<file path="config.mk">
export PLATFORM = sky130hd
export DESIGN_NAME = length_prefixed_frame_deframer_unit
export DESIGN_NICKNAME = d
export VERILOG_FILES = /design/src/hw/rtl/lpfd_pkg.sv /design/src/hw/rtl/lpfd_parser.sv /design/src/hw/rtl/lpfd_out_stage.sv /design/src/hw/rtl/length_prefixed_frame_deframer_unit.sv
export SDC_FILE = /design/constraint.sdc
export NUM_CORES = 1
export LEC_CHECK = 0
export BUFFER_PORTS_ARGS = -buffer_cell sky130_fd_sc_hd__buf_2
export CORE_MARGIN = 3
export CORE_UTILIZATION = 45
export CTS_CLUSTER_DIAMETER = 100
export DETAILED_ROUTE_END_ITERATION = 7
export HOLD_SLACK_MARGIN = 0.15
export SETUP_SLACK_MARGIN = 0.02
export SLEW_MARGIN = 0
export SYNTH_ARGS = -nofsm -noshare
export SYNTH_HDL_FRONTEND = slang
export SYNTH_HIERARCHICAL = 1
export SYNTH_SLANG_ARGS = --single-unit
export TNS_END_PERCENT = 30
</file>
<file path="constraint.sdc">
create_clock -name clock -period 6.3 [get_ports clock]
set_input_delay 0.945 -clock clock [delete_from_list [all_inputs] [get_ports clock]]
set_output_delay 0.945 -clock clock [all_outputs]
set_load 0.03 [all_outputs]
</file>
<file path="src/hw/rtl/lpfd_pkg.sv">
`timescale 1ns / 1ps
// ----------------------------------------------------------------------------
// Deframer package
// Shared types and constants for the length-prefixed frame deframer.
// ----------------------------------------------------------------------------
package lpfd_pkg;

   // Header is start byte, command byte and length byte.
   localparam int unsigned HEADER_BYTES = 3;

   // Configuration register map.
   localparam int unsigned CSR_INDEX_WIDTH = 1;
   localparam logic [CSR_INDEX_WIDTH-1:0] CSR_START_BYTE  = 1'd0;
   localparam logic [CSR_INDEX_WIDTH-1:0] CSR_MAX_PAYLOAD = 1'd1;

   // Register reset values.
   localparam logic [7:0] START_BYTE_RESET  = 8'hFE;
   localparam logic [7:0] MAX_PAYLOAD_RESET = 8'hFD;

   // One result word.
   typedef struct packed {
      logic [7:0]  data_byte;
      logic [8:0]  byte_index;
      logic [7:0]  command;
      logic [7:0]  payload_length;
      logic        frame_end;
      logic        frame_error;
      logic [15:0] frame_count;
   } result_type;

endpackage

</file>
<file path="src/hw/rtl/lpfd_parser.sv">
`timescale 1ns / 1ps
// ----------------------------------------------------------------------------
// Deframer parser
// Holds the frame state and forms the result word for one received byte.
// ----------------------------------------------------------------------------
module lpfd_parser (
   input  logic                 clock,
   input  logic                 reset,
   input  logic                 step_fire,
   input  logic [7:0]           step_byte,
   input  logic [7:0]           start_byte,
   input  logic [7:0]           max_payload,
   output logic                 produce,
   output lpfd_pkg::result_type result
);

   logic        in_frame_ff,     in_frame_in;
   logic [8:0]  byte_counter_ff, byte_counter_in;
   logic [7:0]  command_ff,      command_in;
   logic [7:0]  length_ff,       length_in;
   logic [15:0] frames_ff,       frames_in;

   logic        is_command;
   logic        is_length;
   logic        length_error;
   logic        last_byte;
   logic [7:0]  length_next;
   logic [9:0]  end_index;

   // Header decode for a byte inside a frame.
   assign is_command   = (byte_counter_ff == 9'd1);
   assign is_length    = (byte_counter_ff == 9'd2);
   assign length_error = in_frame_ff && is_length && (step_byte > max_payload);

   // Length in force for this byte, including a length byte arriving now.
   assign length_next = (in_frame_ff && is_length) ? step_byte : length_ff;

   // The last byte sits at index length + 2.
   assign end_index = {2'b00, length_next} + 10'(lpfd_pkg::HEADER_BYTES - 1);
   assign last_byte = in_frame_ff && !length_error && (byte_counter_ff >= 9'd2)
                      && ({1'b0, byte_counter_ff} == end_index);

   // Next state and result word.
   always_comb begin
      in_frame_in     = in_frame_ff;
      byte_counter_in = byte_counter_ff;
      command_in      = command_ff;
      length_in       = length_ff;
      frames_in       = frames_ff;
      produce         = 1'b0;
      if (!in_frame_ff) begin
         if (step_byte == start_byte) begin
            produce         = 1'b1;
            in_frame_in     = 1'b1;
            byte_counter_in = 9'd1;
            command_in      = 8'd0;
            length_in       = 8'd0;
         end
      end else begin
         produce = 1'b1;
         if (is_command) begin
            command_in = step_byte;
         end
         if (is_length) begin
            length_in = step_byte;
         end
         if (length_error) begin
            in_frame_in     = 1'b0;
            byte_counter_in = 9'd0;
         end else if (last_byte) begin
            frames_in       = frames_ff + 16'd1;
            in_frame_in     = 1'b0;
            byte_counter_in = 9'd0;
         end else begin
            byte_counter_in = byte_counter_ff + 9'd1;
         end
      end
   end

   always_comb begin
      result.data_byte      = step_byte;
      result.byte_index     = in_frame_ff ? byte_counter_ff : 9'd0;
      result.command        = command_in;
      result.payload_length = length_in;
      result.frame_end      = last_byte;
      result.frame_error    = length_error;
      result.frame_count    = frames_in;
   end

   // Frame state registers.
   always_ff @(posedge clock) begin
      if (reset) begin
         in_frame_ff     <= 1'b0;
         byte_counter_ff <= 9'd0;
         command_ff      <= 8'd0;
         length_ff       <= 8'd0;
         frames_ff       <= 16'd0;
      end else if (step_fire) begin
         in_frame_ff     <= in_frame_in;
         byte_counter_ff <= byte_counter_in;
         command_ff      <= command_in;
         length_ff       <= length_in;
         frames_ff       <= frames_in;
      end
   end

endmodule

</file>
<file path="src/hw/rtl/lpfd_out_stage.sv">
`timescale 1ns / 1ps
// ----------------------------------------------------------------------------
// Deframer output stage
// Result register with valid/stall handshake toward the receiver.
// ----------------------------------------------------------------------------
module lpfd_out_stage (
   input  logic                 clock,
   input  logic                 reset,
   input  logic                 load,
   input  lpfd_pkg::result_type load_word,
   output logic                 free,
   output logic                 rsp_valid,
   input  logic                 rsp_stall,
   output lpfd_pkg::result_type rsp_word
);

   logic                 valid_ff, valid_in;
   lpfd_pkg::result_type word_ff;

   // The register can take a word when empty or when its word leaves now.
   assign free = !valid_ff || !rsp_stall;

   always_comb begin
      valid_in = valid_ff;
      if (load) begin
         valid_in = 1'b1;
      end else if (!rsp_stall) begin
         valid_in = 1'b0;
      end
   end

   always_ff @(posedge clock) begin
      if (reset) begin
         valid_ff <= 1'b0;
      end else begin
         valid_ff <= valid_in;
      end
   end

   // Payload needs no reset.
   always_ff @(posedge clock) begin
      if (load) begin
         word_ff <= load_word;
      end
   end

   assign rsp_valid = valid_ff;
   assign rsp_word  = word_ff;

endmodule

</file>
<file path="src/hw/rtl/length_prefixed_frame_deframer_unit.sv">
`timescale 1ns / 1ps
// ----------------------------------------------------------------------------
// Length-prefixed frame deframer
// Finds start-byte framed packets in a byte stream and tags each frame byte.
// ----------------------------------------------------------------------------
// Usage:
//   The req channel carries one received byte per word. While idle, bytes are
//   dropped until one matches the start byte register; that byte opens a
//   frame. Every byte inside a frame leaves on the rsp channel with its index,
//   the command and length seen so far, end and error flags and the running
//   completed-frame count. A length above max_payload is flagged and the frame
//   is dropped. The csr port writes start_byte (index 0) and max_payload
//   (index 1) and should be used only while no word is in flight.
//   A byte accepted on req is taken by the input register; the parser result
//   for it is then loaded into the result register, which raises rsp_valid.
//   Throughput is one byte per cycle while the receiver does not stall, set
//   by the parser state update.
//   When the receiver stalls, the result register holds its word and the
//   input register fills; req_stall rises once both are occupied and the
//   held byte gives a word.
//   Reset empties both registers, returns the parser to idle, clears the
//   frame counter and loads start_byte 0xFE and max_payload 0xFD.
// ----------------------------------------------------------------------------
module length_prefixed_frame_deframer_unit (
   input  logic                                 clock,
   input  logic                                 reset,
   // Input channel
   input  logic                                 req_valid,
   output logic                                 req_stall,
   input  logic [7:0]                           req_in_byte,
   // Result channel
   output logic                                 rsp_valid,
   input  logic                                 rsp_stall,
   output logic [7:0]                           rsp_data_byte,
   output logic [8:0]                           rsp_byte_index,
   output logic [7:0]                           rsp_command,
   output logic [7:0]                           rsp_payload_length,
   output logic                                 rsp_frame_end,
   output logic                                 rsp_frame_error,
   output logic [15:0]                          rsp_frame_count,
   // Configuration port
   input  logic                                 csr_write_enable,
   input  logic [lpfd_pkg::CSR_INDEX_WIDTH-1:0] csr_index,
   input  logic [7:0]                           csr_write_data
);

   logic                 in_valid_ff, in_valid_in;
   logic [7:0]           in_byte_ff;
   logic [7:0]           start_byte_ff;
   logic [7:0]           max_payload_ff;
   logic                 produce;
   logic                 advance;
   logic                 out_free;
   logic                 req_fire;
   lpfd_pkg::result_type step_result;
   lpfd_pkg::result_type rsp_word;

   // Configuration registers.
   always_ff @(posedge clock) begin
      if (reset) begin
         start_byte_ff  <= lpfd_pkg::START_BYTE_RESET;
         max_payload_ff <= lpfd_pkg::MAX_PAYLOAD_RESET;
      end else if (csr_write_enable) begin
         unique case (csr_index)
            lpfd_pkg::CSR_START_BYTE:  start_byte_ff  <= csr_write_data;
            lpfd_pkg::CSR_MAX_PAYLOAD: max_payload_ff <= csr_write_data;
            default: ;
         endcase
      end
   end

   // A held byte moves on when it gives no result or the result register frees.
   assign advance   = in_valid_ff && (out_free || !produce);
   assign req_stall = in_valid_ff && !advance;
   assign req_fire  = req_valid && !req_stall;

   // Input register.
   always_comb begin
      in_valid_in = in_valid_ff;
      if (req_fire) begin
         in_valid_in = 1'b1;
      end else if (advance) begin
         in_valid_in = 1'b0;
      end
   end

   always_ff @(posedge clock) begin
      if (reset) begin
         in_valid_ff <= 1'b0;
      end else begin
         in_valid_ff <= in_valid_in;
      end
   end

   always_ff @(posedge clock) begin
      if (req_fire) begin
         in_byte_ff <= req_in_byte;
      end
   end

   // Frame parser.
   lpfd_parser u_parser (
      .clock       (clock),
      .reset       (reset),
      .step_fire   (advance),
      .step_byte   (in_byte_ff),
      .start_byte  (start_byte_ff),
      .max_payload (max_payload_ff),
      .produce     (produce),
      .result      (step_result)
   );

   // Result register.
   lpfd_out_stage u_out_stage (
      .clock     (clock),
      .reset     (reset),
      .load      (advance && produce),
      .load_word (step_result),
      .free      (out_free),
      .rsp_valid (rsp_valid),
      .rsp_stall (rsp_stall),
      .rsp_word  (rsp_word)
   );

   assign rsp_data_byte      = rsp_word.data_byte;
   assign rsp_byte_index     = rsp_word.byte_index;
   assign rsp_command        = rsp_word.command;
   assign rsp_payload_length = rsp_word.payload_length;
   assign rsp_frame_end      = rsp_word.frame_end;
   assign rsp_frame_error    = rsp_word.frame_error;
   assign rsp_frame_count    = rsp_word.frame_count;

endmodule

</file>
==> impl_metrics.tcl <==
set metrics [dict create \
    status "completed" \
    ys_ff_latch 119 \
    busiest_layer "met2" \
    grt_pass1_wl_mm 24.1 \
    ys_types 67 \
    hold_ws_ps 490 \
    path_common_cell "nand2_1" \
    yosysMostFrequentCell "nor2_1" \
    rr_endpoint "u_out_stage/rsp_word[1]" \
    ys.flop_type "dfxtp_1" \
    finalCritPeriodShare_pct 73.9 \
    htreeDepth 4 \
    min_period_ps 4660 \
    yosysTopAreaCellShare_pct 28.2 \
    synthTopCellsByCount "nor2_1, dfxtp_1, edfxtp_1" \
    dr.pass1.iters 5 \
    worst_pin_slew_ps 1220 \
    regToRegStartpoint "u_parser/byte_counter_ff[5]" \
    setup_violations 0 \
    report.final.hold_viol_count 0 \
    start_util_pct 46.7 \
    wl_per_cell_um 17.1 \
    cts_root_buf "clkbuf_16" \
    num_vias 4898 \
    grt.overflow.total 0 \
    area_growth_pct 14.5 \
    grtUsageTotal_pct 20.3 \
    async_reset_ff_share_pct 0 \
    syn-cell-area_um2 6280 \
    fin_setup_tns_ps 0 \
    use_met3_pct 4.72 \
    grt_pass1_vias 4677 \
    timing.fmax_mhz 215 \
    dieArea_um2 15400 \
    die_h_um 124 \
    viasPerCell 5.67 \
    grt_max_degree 49 \
    hp-class "register to register" \
    nets 710 \
    path_cells "or4_4, nor3_4, nand2_1, nand2_1, ha_1, nand2_1, or3_1, and3_1, a2111oi_2, nand4_1, buf_4, or3_4, mux2_4" \
    multi_input_area_um2 2920 \
    skew_ps 5.77 \
    cp_max_fo 38 \
    clk_pin_slew_ps 50 \
    cts.sinks 119 \
    cts_max_path_buffers 2 \
    seqCellArea_um2 2970 \
    fp.dieW_um 124 \
    crit_required_ps 6460 \
    setup_ws_ps 1640 \
    peakVddDrop_mv 0.227 \
    cts_setup_buffers 0 \
    gp_congestion 0.846 \
    p_per_area_nw_per_um2 263 \
    synth-seq-area-share_pct 47.3 \
    syn_inst 634 \
    arrival_ps 4820 \
    slew_headroom_pct 17.9 \
    rrSetupSlack_ps 1640 \
    start_kind "register" \
    avgSynthCellArea_um2 9.91 \
    crit_end "u_out_stage/rsp_word[1]" \
    cts_resized 0 \
    num_antenna_cells 0 \
    drt_iter0_markers 459 \
    ios 75 \
    power_leakage_nw 2.85 \
    maxCapViolations 0 \
    grtUsageMet2_pct 31.8 \
    rsz0062_at_grt "no" \
    ctsHoldBuffers 0 \
    synth-edff-count 59 \
    clkLatencyLatePin_ps 420 \
    yosysTopAreaCell "edfxtp_1" \
    routed_wl_mm 14.8 \
    cts_buffers 17 \
    use_met1_pct 27.2 \
    critPathLaunch "u_parser/byte_counter_ff[5]" \
    core_area_um2 13500 \
    slowest_delay_ps 730 \
    yosys_warnings 6 \
    dp.final_hpwl_mm 9.99 \
    path_class "register to register" \
    drc 0 \
    rr_worst_depth 13 \
    num-fill-cells 1245 \
    synth.net_count 669 \
    place_ws_ps 1730 \
    drive_above_1_share_pct 19.8 \
    finalMaxSlewViolations 0 \
    cts_tree "built" \
    crit_slowest_cell "nor3_4" \
    num_rows 42 \
    port_buffers 74 \
    postRouteAntennaNets 0 \
    end_kind "register" \
    synth_area_leaders "edfxtp_1, dfxtp_1, nor2_1" \
    antenna_found_initial 0 \
]
==> flip-flops by register name, indices dropped and copies added (netlist names) <==
| register | count |
|---|---|
| max_payload_ff | 8 |
| in_valid_ff | 1 |
| start_byte_ff | 8 |
| u_parser/byte_counter_ff | 9 |
| u_out_stage/rsp_word | 51 |
| u_parser/frames_ff | 16 |
| u_parser/command_ff | 8 |
| u_parser/length_ff | 8 |
| u_parser/in_frame_ff | 1 |
| u_out_stage/rsp_valid | 1 |
| in_byte_ff | 8 |
==> final cells by class <==
cell class	count	area share, %
Clock buffer	24	6.99
Clock inverter	8	1.30
Inverter	20	1.04
Multi-Input combinational cell	438	40.6
Sequential cell	119	41.3
Tap cell	176	3.06
Timing Repair Buffer	79	5.67
==> routing by layer <==
layer  share of wire [%]  vias to the layer above
li1                    -                     2362
met1                  47                     2365
met2                  46                      143
met4                 2.1                        0
met5                   0                        -
met3                 4.8                       28
==> how the worst min path moves through the flow <==
stage	start	end	slack, ps	cells after the start
final	start_byte_ff[0]	start_byte_ff[0]	490	2
after global routing	start_byte_ff[0]	start_byte_ff[0]	520	2
after CTS	u_parser/frames_ff[15]	u_parser/frames_ff[15]	490	2
after detailed placement	max_payload_ff[6]	max_payload_ff[6]	480	2
after global placement	u_parser/frames_ff[15]	u_parser/frames_ff[15]	470	2
after floorplan	start_byte_ff[0]	start_byte_ff[0]	450	2
==> placed cells by master (no fill, tap or decap), drive strengths merged, types with 3 or more instances in the layout <==
| cell type | n |
|---|---|
| a2111oi | 3 |
| a211oi | 8 |
| a21o | 3 |
| a21oi | 29 |
| a22o | 15 |
| a22oi | 9 |
| a32oi | 7 |
| and2 | 12 |
| and3 | 9 |
| buf | 79 |
| clkbuf | 24 |
| clkinv | 6 |
| dfxtp | 60 |
| edfxtp | 59 |
| ha | 13 |
| inv | 20 |
| mux2 | 15 |
| mux2i | 11 |
| nand2 | 45 |
| nand2b | 8 |
| nand3 | 26 |
| nand4 | 13 |
| nor2 | 65 |
| nor2b | 22 |
| nor3 | 17 |
| nor4 | 19 |
| o21ai | 9 |
| o22ai | 3 |
| o31ai | 7 |
| or3 | 8 |
| or4 | 3 |
| xnor2 | 13 |
| xor2 | 22 |
==> worst max-delay path: cells and delay by family, from the launching register on <==
kind	cells	cell delay [ps]
AO/OA/AOI/OAI	1	320
adder cells (fa/ha/maj)	1	270
buffers and inverters	1	280
flip-flops	1	430
multiplexers	1	300
AND/OR/NAND/NOR	9	2790
==> cells by family (layout without fill, tap and decap cells) <==
| kind of cell | Yosys count | count (layout) | share of synthesized area [%] |
|---|---|---|---|
| AO/OA/AOI/OAI | 109 | 109 | 12.8 |
| XOR/XNOR | 35 | 35 | 4.88 |
| adder cells (fa/ha/maj) | 13 | 13 | 2.59 |
| buffers and inverters | 77 | 131 | 6.27 |
| flip-flops | 119 | 119 | 47.3 |
| multiplexers | 26 | 26 | 4.50 |
| AND/OR/NAND/NOR | 255 | 255 | 21.6 |
==> power by group <==
group	leakage [nW]	switching (mW)	internal [mW]
sequential	1.08	0.0226	0.821
combinational	1.47	0.0529	0.0324
clock	0.299	0.332	0.634
total	2.85	0.408	1.49
==> metrics by stage <==
| step | std cells | area, um2 | utilization [%] | power [mW] |
|---|---|---|---|---|
| floorplan | 634 | 6280 | - | 0.920 |
| global placement | 832 | 6600 | 49.1 | 0.941 |
| detailed placement | 832 | 6600 | 49.1 | 0.944 |
| CTS | 864 | 7200 | 53.5 | 1.91 |
| global route | 864 | 7200 | 53.5 | 1.96 |
| finish | 864 | 7200 | 53.5 | 1.89 |
No activity file was read; power rests on OpenSTA's default activity.
